**src/rtl/f2b90_pkg.sv**
```systemverilog
`default_nettype none

package f2b90_pkg;

    localparam int VALUE_W    = 32;
    localparam int CHAR_W     = 7;
    localparam int COUNT_W    = 4;
    localparam int FRAC_W     = 23;
    localparam int CODE_W     = 8;
    localparam int DIGIT_W    = 7;
    localparam int Q90_W      = 17;
    localparam int Q8100_W    = 11;
    localparam int Q729K_W    = 4;

    localparam int VALUES_PER_LINE_DEF = 15;

    // Magnitude limits: the binary32 patterns nearest 1e28 and 1e-28
    localparam logic [30:0] BIG_MAG   = 31'h6E013F39;
    localparam logic [30:0] SMALL_MAG = 31'h10FD87B6;

    localparam logic [CODE_W-1:0] EXP_CODE_OFFSET = 8'd2;
    localparam logic [CODE_W-1:0] BASE            = 8'd90;
    localparam logic [CODE_W-1:0] TWO_BASE        = 8'd180;

    // Reciprocals: floor(x / d) == (x * RECIP) >> SHIFT for any 23-bit x
    localparam logic [23:0] RECIP_90    = 24'd11930465;
    localparam int          SHIFT_90    = 30;
    localparam logic [23:0] RECIP_8100  = 24'd8483887;
    localparam int          SHIFT_8100  = 36;
    localparam logic [23:0] RECIP_729K  = 24'd6032986;
    localparam int          SHIFT_729K  = 42;
    localparam int          PROD_W      = FRAC_W + 24;

    localparam logic [DIGIT_W-1:0] ZERO_TOP_DIGIT = 7'd80;
    localparam logic [DIGIT_W-1:0] SIGN_OFFSET    = 7'd40;
    localparam logic [DIGIT_W-1:0] HIGH_WEIGHT    = 7'd12;
    localparam logic [CHAR_W-1:0]  CHAR_OFFSET    = 7'd33;
    localparam logic [CHAR_W-1:0]  SKIP_CHAR_A    = 7'd94;
    localparam logic [CHAR_W-1:0]  SKIP_CHAR_B    = 7'd123;

    // Quotient stage contents, one encoded value
    typedef struct packed {
        logic                  sign;
        logic                  zero;
        logic                  last;
        logic [CODE_W-1:0]     code;
        logic [FRAC_W-1:0]     frac;
        logic [Q90_W-1:0]      q90;
        logic [Q8100_W-1:0]    q8100;
        logic [Q729K_W-1:0]    q729k;
    } quot_t;

    typedef struct packed {
        logic [CHAR_W-1:0] first_char;
        logic [CHAR_W-1:0] second_char;
        logic [CHAR_W-1:0] third_char;
        logic [CHAR_W-1:0] fourth_char;
        logic [CHAR_W-1:0] fifth_char;
        logic              line_end;
    } chars_t;

    // Shift a digit into the printable range, stepping over two reserved codes
    function automatic logic [CHAR_W-1:0] map_char(input logic [DIGIT_W-1:0] d);
        logic [CHAR_W-1:0] c;
        c = d + CHAR_OFFSET;
        if (c >= SKIP_CHAR_A)
            c = c + 7'd1;
        if (c >= SKIP_CHAR_B)
            c = c + 7'd1;
        return c;
    endfunction

endpackage

`default_nettype wire

```
**src/rtl/f2b90_if.sv**
```systemverilog
`default_nettype none

interface f2b90_in_if import f2b90_pkg::*; ();
    logic               valid;
    logic               ready;
    logic [VALUE_W-1:0] value_bits;
    logic               last_of_array;

    modport source (output valid, value_bits, last_of_array, input ready);
    modport sink   (input valid, value_bits, last_of_array, output ready);
endinterface

interface f2b90_out_if import f2b90_pkg::*; ();
    logic              valid;
    logic              ready;
    logic [CHAR_W-1:0] first_char;
    logic [CHAR_W-1:0] second_char;
    logic [CHAR_W-1:0] third_char;
    logic [CHAR_W-1:0] fourth_char;
    logic [CHAR_W-1:0] fifth_char;
    logic              line_end;

    modport source (output valid, first_char, second_char, third_char, fourth_char,
                    fifth_char, line_end, input ready);
    modport sink   (input valid, first_char, second_char, third_char, fourth_char,
                    fifth_char, line_end, output ready);
endinterface

`default_nettype wire

```
**src/rtl/f2b90_front.sv**
```systemverilog
`default_nettype none

module f2b90_front import f2b90_pkg::*;
(
    input  wire logic [VALUE_W-1:0] value_bits,
    input  wire logic               last_of_array,
    output quot_t                   quot
);

    logic [30:0]       mag;
    logic [30:0]       mag_clamped;
    logic [FRAC_W-1:0] frac;
    logic [PROD_W-1:0] prod_90;
    logic [PROD_W-1:0] prod_8100;
    logic [PROD_W-1:0] prod_729k;

    assign mag = value_bits[30:0];

    always_comb
    begin
        mag_clamped = mag;
        if (mag > BIG_MAG)
            mag_clamped = BIG_MAG;
        if (mag < SMALL_MAG)
            mag_clamped = SMALL_MAG;
    end

    assign frac = mag_clamped[FRAC_W-1:0];

    // Three independent quotients of the fraction; digits come from them next stage
    assign prod_90   = PROD_W'(frac) * PROD_W'(RECIP_90);
    assign prod_8100 = PROD_W'(frac) * PROD_W'(RECIP_8100);
    assign prod_729k = PROD_W'(frac) * PROD_W'(RECIP_729K);

    always_comb
    begin
        quot.sign  = value_bits[31];
        quot.zero  = (mag == 31'd0);
        quot.last  = last_of_array;
        quot.code  = mag_clamped[30:23] + EXP_CODE_OFFSET;
        quot.frac  = frac;
        quot.q90   = prod_90[SHIFT_90 +: Q90_W];
        quot.q8100 = prod_8100[SHIFT_8100 +: Q8100_W];
        quot.q729k = prod_729k[SHIFT_729K +: Q729K_W];
    end

endmodule

`default_nettype wire

```
**src/rtl/f2b90_back.sv**
```systemverilog
`default_nettype none

module f2b90_back import f2b90_pkg::*;
#(
    parameter int VALUES_PER_LINE = VALUES_PER_LINE_DEF
)
(
    input  wire logic clk,
    input  wire logic rst_n,
    input  wire logic advance,
    input  wire quot_t quot,
    output chars_t    chars
);

    logic [COUNT_W-1:0]  values_on_line_reg;
    logic [COUNT_W-1:0]  values_on_line_next;
    logic [COUNT_W:0]    count_inc;
    logic                eol;

    logic [FRAC_W:0]     q90_x;
    logic [FRAC_W:0]     d0_full;
    logic [Q90_W:0]      q8100_x;
    logic [Q90_W:0]      d1_full;
    logic [Q8100_W:0]    q729k_x;
    logic [Q8100_W:0]    d2_full;
    logic [1:0]          high;
    logic [CODE_W-1:0]   code_low;
    logic [DIGIT_W-1:0]  top_digit;
    logic [DIGIT_W-1:0]  dig0, dig1, dig2, dig3, dig4;

    assign q90_x   = (FRAC_W+1)'(quot.q90) * (FRAC_W+1)'(BASE);
    assign d0_full = (FRAC_W+1)'(quot.frac) - q90_x;
    assign q8100_x = (Q90_W+1)'(quot.q8100) * (Q90_W+1)'(BASE);
    assign d1_full = (Q90_W+1)'(quot.q90) - q8100_x;
    assign q729k_x = (Q8100_W+1)'(quot.q729k) * (Q8100_W+1)'(BASE);
    assign d2_full = (Q8100_W+1)'(quot.q8100) - q729k_x;

    always_comb
    begin
        if (quot.code >= TWO_BASE)
        begin
            high     = 2'd2;
            code_low = quot.code - TWO_BASE;
        end
        else if (quot.code >= BASE)
        begin
            high     = 2'd1;
            code_low = quot.code - BASE;
        end
        else
        begin
            high     = 2'd0;
            code_low = quot.code;
        end
    end

    always_comb
    begin
        top_digit = DIGIT_W'(quot.q729k) + DIGIT_W'(high) * HIGH_WEIGHT;
        if (quot.sign)
            top_digit = top_digit + SIGN_OFFSET;

        if (quot.zero)
        begin
            dig0 = '0;
            dig1 = '0;
            dig2 = '0;
            dig3 = '0;
            dig4 = ZERO_TOP_DIGIT;
        end
        else
        begin
            dig0 = d0_full[DIGIT_W-1:0];
            dig1 = d1_full[DIGIT_W-1:0];
            dig2 = d2_full[DIGIT_W-1:0];
            dig3 = code_low[DIGIT_W-1:0];
            dig4 = top_digit;
        end
    end

    assign count_inc = (COUNT_W+1)'(values_on_line_reg) + (COUNT_W+1)'(1);
    assign eol       = quot.last || (count_inc >= (COUNT_W+1)'(VALUES_PER_LINE));

    always_comb
    begin
        values_on_line_next = values_on_line_reg;
        if (advance)
            values_on_line_next = eol ? '0 : count_inc[COUNT_W-1:0];
    end

    always_ff @(posedge clk or negedge rst_n)
    begin
        if (!rst_n)
            values_on_line_reg <= '0;
        else
            values_on_line_reg <= values_on_line_next;
    end

    always_comb
    begin
        chars.first_char  = map_char(dig0);
        chars.second_char = map_char(dig1);
        chars.third_char  = map_char(dig2);
        chars.fourth_char = map_char(dig3);
        chars.fifth_char  = map_char(dig4);
        chars.line_end    = eol;
    end

    a_count_below_limit: assert property (@(posedge clk) disable iff (!rst_n)
        (COUNT_W+1)'(values_on_line_reg) < (COUNT_W+1)'(VALUES_PER_LINE))
        else $error("line counter reached line length");

    a_count_clears_on_eol: assert property (@(posedge clk) disable iff (!rst_n)
        advance && eol |=> values_on_line_reg == '0)
        else $error("line counter not cleared after line end");

    a_count_holds_idle: assert property (@(posedge clk) disable iff (!rst_n)
        !advance |=> $stable(values_on_line_reg))
        else $error("line counter moved without a transaction");

endmodule

`default_nettype wire

```
**src/rtl/float_to_base90_text_encoder.sv**
```systemverilog
// Encodes one IEEE-754 binary32 value per transaction into five printable base-90
// characters and a line-end flag. Throughput is one value per clock cycle while the
// output is not stalled. Each value passes through three register stages in order:
// input register (loaded at acceptance), quotient register (fraction divided by 90,
// 8100 and 729000 through reciprocal multipliers) and result register (digits and
// character mapping). Backpressure on the output stalls the stages behind it; empty
// stages keep accepting. Zero of either sign encodes as 33,33,33,33,114.
// Line end is raised after every VALUES_PER_LINE values and on any value marked last
// of its array.
`default_nettype none

module float_to_base90_text_encoder import f2b90_pkg::*;
#(
    parameter int VALUES_PER_LINE = VALUES_PER_LINE_DEF
)
(
    input wire logic    clk,
    input wire logic    rst_n,
    f2b90_in_if.sink    sample,
    f2b90_out_if.source text
);

    logic               in_valid_reg;
    logic [VALUE_W-1:0] value_reg;
    logic               last_reg;
    logic               mid_valid_reg;
    quot_t              quot_reg;
    quot_t              quot_next;
    logic               out_valid_reg;
    chars_t             chars_reg;
    chars_t             chars_next;

    logic out_free;
    logic mid_free;
    logic in_free;
    logic mid_adv;
    logic in_adv;

    assign out_free = !out_valid_reg || text.ready;
    assign mid_free = !mid_valid_reg || out_free;
    assign in_free  = !in_valid_reg || mid_free;
    assign mid_adv  = mid_valid_reg && out_free;
    assign in_adv   = in_valid_reg && mid_free;

    assign sample.ready = in_free;

    f2b90_front u_front (
        .value_bits    (value_reg),
        .last_of_array (last_reg),
        .quot          (quot_next)
    );

    f2b90_back #(
        .VALUES_PER_LINE (VALUES_PER_LINE)
    ) u_back (
        .clk     (clk),
        .rst_n   (rst_n),
        .advance (mid_adv),
        .quot    (quot_reg),
        .chars   (chars_next)
    );

    always_ff @(posedge clk or negedge rst_n)
    begin
        if (!rst_n)
        begin
            in_valid_reg  <= 1'b0;
            mid_valid_reg <= 1'b0;
            out_valid_reg <= 1'b0;
        end
        else
        begin
            if (in_free)
                in_valid_reg <= sample.valid;
            if (mid_free)
                mid_valid_reg <= in_valid_reg;
            if (out_free)
                out_valid_reg <= mid_valid_reg;
        end
    end

    always_ff @(posedge clk)
    begin
        if (sample.valid && in_free)
        begin
            value_reg <= sample.value_bits;
            last_reg  <= sample.last_of_array;
        end
        if (in_adv)
            quot_reg <= quot_next;
        if (mid_adv)
            chars_reg <= chars_next;
    end

    assign text.valid       = out_valid_reg;
    assign text.first_char  = chars_reg.first_char;
    assign text.second_char = chars_reg.second_char;
    assign text.third_char  = chars_reg.third_char;
    assign text.fourth_char = chars_reg.fourth_char;
    assign text.fifth_char  = chars_reg.fifth_char;
    assign text.line_end    = chars_reg.line_end;

    a_ready_when_drained: assert property (@(posedge clk) disable iff (!rst_n)
        !out_valid_reg |-> sample.ready)
        else $error("input blocked while result stage is empty");

    a_input_stage_holds: assert property (@(posedge clk) disable iff (!rst_n)
        in_valid_reg && !in_adv |=> in_valid_reg && $stable(value_reg))
        else $error("input stage lost a stalled transaction");

    a_quot_stage_holds: assert property (@(posedge clk) disable iff (!rst_n)
        mid_valid_reg && !mid_adv |=> mid_valid_reg && $stable(quot_reg))
        else $error("quotient stage lost a stalled transaction");

endmodule

`default_nettype wire

```
**src/flat_wrapper.sv**
```systemverilog
// flat-port wrapper written by rule: the top's interface ports become plain ports
module float_to_base90_text_encoder_flat import f2b90_pkg::*;
#(
    parameter int VALUES_PER_LINE = VALUES_PER_LINE_DEF
)
  (clk, rst_n, sample_valid, sample_value_bits, sample_last_of_array, sample_ready, text_valid, text_first_char, text_second_char, text_third_char, text_fourth_char, text_fifth_char, text_line_end, text_ready);
  f2b90_in_if sample_i ();
  f2b90_out_if text_i ();
  input wire logic clk;
  input wire logic rst_n;
  input wire logic [$bits(sample_i.valid)-1:0] sample_valid;
  input wire logic [$bits(sample_i.value_bits)-1:0] sample_value_bits;
  input wire logic [$bits(sample_i.last_of_array)-1:0] sample_last_of_array;
  output wire logic [$bits(sample_i.ready)-1:0] sample_ready;
  output wire logic [$bits(text_i.valid)-1:0] text_valid;
  output wire logic [$bits(text_i.first_char)-1:0] text_first_char;
  output wire logic [$bits(text_i.second_char)-1:0] text_second_char;
  output wire logic [$bits(text_i.third_char)-1:0] text_third_char;
  output wire logic [$bits(text_i.fourth_char)-1:0] text_fourth_char;
  output wire logic [$bits(text_i.fifth_char)-1:0] text_fifth_char;
  output wire logic [$bits(text_i.line_end)-1:0] text_line_end;
  input wire logic [$bits(text_i.ready)-1:0] text_ready;
  assign sample_i.valid = sample_valid;
  assign sample_i.value_bits = sample_value_bits;
  assign sample_i.last_of_array = sample_last_of_array;
  assign sample_ready = sample_i.ready;
  assign text_valid = text_i.valid;
  assign text_first_char = text_i.first_char;
  assign text_second_char = text_i.second_char;
  assign text_third_char = text_i.third_char;
  assign text_fourth_char = text_i.fourth_char;
  assign text_fifth_char = text_i.fifth_char;
  assign text_line_end = text_i.line_end;
  assign text_i.ready = text_ready;
  float_to_base90_text_encoder #(.VALUES_PER_LINE(VALUES_PER_LINE)) u_core (.clk(clk), .rst_n(rst_n), .sample(sample_i), .text(text_i));
endmodule
```
**config.mk**
```make
export PLATFORM = sky130hd
export DESIGN_NAME = float_to_base90_text_encoder_flat
export DESIGN_NICKNAME = d
export VERILOG_FILES = /design/src/rtl/f2b90_pkg.sv /design/src/rtl/f2b90_if.sv /design/src/rtl/f2b90_front.sv /design/src/rtl/f2b90_back.sv /design/src/rtl/float_to_base90_text_encoder.sv /design/src/flat_wrapper.sv
export SDC_FILE = /design/constraint.sdc
export NUM_CORES = 2
export LEC_CHECK = 0
export ABC_AREA = 1
export BUFFER_PORTS_ARGS = -buffer_cell sky130_fd_sc_hd__buf_2
export CAP_MARGIN = 20
export CELL_PAD_IN_SITES_DETAIL_PLACEMENT = 0
export CELL_PAD_IN_SITES_GLOBAL_PLACEMENT = 1
export CORE_ASPECT_RATIO = 1.1
export CORE_MARGIN = 10
export CORE_UTILIZATION = 55
export DETAILED_ROUTE_END_ITERATION = 16
export GPL_TIMING_DRIVEN = 0
export PLACE_DENSITY = 0.91
export SYNTH_ARGS = -nofsm -noshare
export SYNTH_HDL_FRONTEND = slang
export SYNTH_HIERARCHICAL = 1
export SYNTH_SLANG_ARGS = --single-unit
```
**constraint.sdc**
```tcl
create_clock -name clk -period 16.75 [get_ports clk]
set_clock_uncertainty 0.15 [all_clocks]
set_input_delay 4.1875 -clock clk [delete_from_list [all_inputs] [get_ports clk]]
set_output_delay 4.1875 -clock clk [all_outputs]
set_load 0.03 [all_outputs]
```
Yosys cells after proc, flatten, opt, wreduce, memory -nomap -nowiden
Cells that the tools add are included.
{"block": "totals", "word_cells": 100, "latchBits": 0, "memories": 0, "input_bits": 37, "rom_bits": 0, "mem_bits_rw": 0, "out_inout_bits": 38, "regBits": 126}
{"block": "classes", "muxes": 23, "n_lt_le_gt_ge": 15, "n_div": 0, "n_bitwise": 0, "n_reduce_logical": 11, "n_eq_ne": 0, "n_mul": 7, "shifts": 0, "n_addsub": 24}
{"operator": "2-to-1 mux 7 bit", "n": 18}
{"operator": "multiplier 23 x 24 -> 47 bit (second input constant)", "n": 2}
{"operator": "adder 7 x 1 -> 7 bit (second input constant)", "n": 10}
{"operator": "greater-or-equal comparator 7 bit (second input constant)", "n": 10}
{"operator": "2-to-1 mux 31 bit", "n": 2}
{"operator": "multiplier 23 x 22 -> 45 bit (second input constant)", "n": 1}
{"operator": "adder 7 x 6 -> 7 bit (second input constant)", "n": 6}
{"operator": "> comparator 31 bit (second input constant)", "n": 1}
{"operator": "zero test 31 bit", "n": 1}
{"operator": "less-than comparator 31 x 29 -> 1 bit (second input constant)", "n": 1}
{"operator": "subtractor 7 bit", "n": 3}
{"operator": "multiplier 17 x 6 -> 6 bit (second input constant)", "n": 1}
{"operator": "multiplier 11 x 6 -> 6 bit (second input constant)", "n": 1}
{"operator": "adder 8 x 2 -> 8 bit (second input constant)", "n": 1}
{"operator": "greater-or-equal comparator 8 x 7 -> 1 bit (second input constant)", "n": 1}
{"operator": "greater-or-equal comparator 8 bit (second input constant)", "n": 1}
{"operator": "adder 4 x 6 -> 7 bit", "n": 1}
{"operator": "subtractor 7 x 6 -> 7 bit (second input constant)", "n": 1}
{"operator": "subtractor 7 bit (second input constant)", "n": 1}
{"operator": "multiplier 4 x 6 -> 6 bit (second input constant)", "n": 1}
{"operator": "adder 4 x 1 -> 5 bit (second input constant)", "n": 1}
{"operator": "greater-or-equal comparator 5 x 4 -> 1 bit (second input constant)", "n": 1}
{"operator": "logical OR 1 bit", "n": 4}
{"operator": "multiplier 2 x 2 -> 4 bit (second input constant)", "n": 1}
{"operator": "other kinds (5)", "n": 9}

Logic depth before layout (Yosys ltp)
{"block": "depth", "depth_word": 13, "depth_mapped": 39, "mapped_depth_nobuf": 38}

Modules after synthesis
The synthesis kept the hierarchy.
{"mod": "f2b90_front", "instances": 1, "seq_area_each_um2": 0.0, "cells_per_inst": 2799, "area_each_um2": 23970.5}
{"mod": "f2b90_back", "instances": 1, "seq_area_each_um2": 100.1, "cells_per_inst": 848, "area_each_um2": 4768.3}
{"mod": "float_to_base90_text_encoder", "instances": 1, "seq_area_each_um2": 4129.0, "cells_per_inst": 152, "area_each_um2": 4192.8}

Worst setup path before layout
OpenSTA, ideal clock, no wires.
{"block": "synth_path", "path_type": "in2out", "from": "input port text_ready", "to": "output port sample_ready", "arrival_ns": 4.507, "slack_ns": 7.905, "n_path_buf": 0, "cell_stages": 2, "required_time_ns": 12.412, "path_cell_list": "inv_1 -> nand4_2"}
{"block": "synth_between", "elab_chain_len": 3}
{"item": "from (decl)", "line": "flat_wrapper.sv:22", "source": "input wire logic [$bits(text_i.ready)-1:0] text_ready;"}
{"item": "logical OR 1 bit", "line": "float_to_base90_text_encoder.sv:39", "source": "assign out_free = !out_valid_reg || text.ready;"}
{"item": "logical OR 1 bit", "line": "float_to_base90_text_encoder.sv:40", "source": "assign mid_free = !mid_valid_reg || out_free;"}
{"item": "logical OR 1 bit", "line": "float_to_base90_text_encoder.sv:41", "source": "assign in_free = !in_valid_reg || mid_free;"}
{"item": "to (decl)", "line": "flat_wrapper.sv:14", "source": "output wire logic [$bits(sample_i.ready)-1:0] sample_ready;"}
No other way between the ends.

==> flow_metrics.tcl <==
set metrics [dict create \
    grt_max_degree 28 \
    finalSetupTns_ns 0 \
    dp_slack_ns 6.62 \
    r2r_start "u_core/value_reg[24]" \
    crit_required_ns 16.68 \
    globalplace.congestion 1.04 \
    overflow 0 \
    reg2reg_to "u_core/quot_reg[3]" \
    post_cts_buffers 0 \
    r2r_cells 36 \
    slowest_delay_ns 0.82 \
    clk_pin_slew_ns 0.08 \
    antenna_found_initial 2 \
    wirelength_um 79900 \
    grt_util_all_layers 0.250 \
    dp_hpwl_um 71400 \
    syn_avg_cell_area_sq_um 8.64 \
    max_slew_margin 0.229 \
    startpoint_type "flop" \
    crit_arrival_ns 10.28 \
    fp.dieH_um 267 \
    initial_utilization 0.556 \
    finalCritPeriodShare 0.618 \
    min_path_cells 1 \
    final_layout_size_suffix_gt1_frac 0.0557 \
    die_w_um 245 \
    worstMarginPinSlew_ns 1.15 \
    clockRootBuffer "clkbuf_16" \
    cp-end-kind "flop" \
    syn_area_sq_um 30600 \
    clock-sinks 112 \
    cts_tree "done" \
    wl_per_cell_um 18.2 \
    setup_ws_ns 6.40 \
    synth_nets 4648 \
    num-nets-final 4748 \
    largest_reg_flops 36 \
    ctsHoldBuffers 0 \
    clock_latency_ns 0.38 \
    worstPathMaxFanout 13 \
    fmax_mhz 96.6 \
    rsz0062_at_grt "false" \
    first_pass_iters 5 \
    report.final.slew_viol_count 0 \
    path_delay_family "adder cells" \
    hold_violations 0 \
    syn_inst 3539 \
    holdWs_ns 0.362 \
    yosysWarnings 6 \
    core_sq_um 55000 \
    hold_end "u_core/quot_reg[63]" \
    viasPerCell 5.25 \
    worstHoldPathType "flop to flop" \
    fill_cells 4988 \
    worst-setup-path-type "flop to flop" \
    grt_pass1_wl_um 127000 \
    io_buffers 74 \
    route.vias.total 23000 \
    cp.buffers_inverters 11 \
    first_global_vias 23700 \
    cp_common_cell "inv_1" \
    r2r_slack_ns 6.40 \
    final_core_util 0.590 \
    fin_crit_ns 10.35 \
    ios 75 \
    crit_slowest_cell "ha_1" \
    crit_cells 36 \
    status "finished clean" \
    die_area_sq_um 65400 \
    synthToLayoutAreaGrowth_pct 6.11 \
    ant_nets 0 \
    drc 0 \
    setup_viol 0 \
    cts_max_level 3 \
    diodes 0 \
    hp-start "u_core/last_reg" \
    cts_buffer_depth 2 \
    rows 90 \
    drv_cap 0 \
    cts_buffers 9 \
    cts-resized-gates 0 \
    drtIter0Drc 1322 \
]
## metrics by stage
stage | std cells | cell area (sq um)
finish | 4380 | 32400
CTS | 4379 | 32400
global route | 4380 | 32400
floorplan | 3539 | 30600
detailed placement | 4363 | 32100
global placement | 4349 | 31900
## routing by layer
layer  track usage  wire [um]
met5             0          0
met4         0.117       4180
met3        0.0303       4420
met2         0.440      39700
met1         0.301      31600
## worst max-delay path by stage
stage	slack (ns)	start	to
CTS	6.58	u_core/value_reg[24]	u_core/quot_reg[3]
global route	5.97	u_core/value_reg[26]	u_core/quot_reg[3]
global placement	4.76	u_core/value_reg[24]	u_core/quot_reg[3]
finish	6.40	u_core/value_reg[24]	u_core/quot_reg[3]
floorplan	7.91	text_ready	sample_ready
detailed placement	6.62	u_core/value_reg[24]	u_core/quot_reg[3]
## cell type report
class | instances | area (sq um) | area share
inverter | 1046 | 3930 | 0.121
clock inverter | 6 | 70.1 | 0.00216
buffer | 15 | 98.8 | 0.00305
clock buffer | 10 | 239 | 0.00737
sequential | 112 | 3330 | 0.103
timing repair buffer | 89 | 591 | 0.0182
tap | 736 | 921 | 0.0284
multi-input combinational | 2366 | 23300 | 0.717
## placed cells by master, fill, tap and decap left out, types with 5 or more instances in the layout
cell,instances
nand4_1,43
xor2_1,41
o21ai_1,5
nor3_1,22
xnor2_1,22
inv_1,1037
buf_4,5
inv_2,9
clkbuf_16,9
nor2_1,187
a31oi_1,8
dfrtp_1,7
buf_2,79
nand2_1,458
nor3_2,6
nor4_1,7
nand2_2,21
a21o_1,7
edfxtp_1,105
nand3_2,8
nand3b_1,8
o21a_1,13
a21oi_1,151
nor2_4,7
or2_2,5
buf_6,9
o21bai_1,5
o21ai_0,74
fa_1,451
o211ai_1,5
nand3_1,129
ha_1,621
a21oi_2,6
nor2_2,8
Power is left out: the tool's default activity adds up to more than one toggle a clock period on the data nets, which glitch-free logic cannot reach.
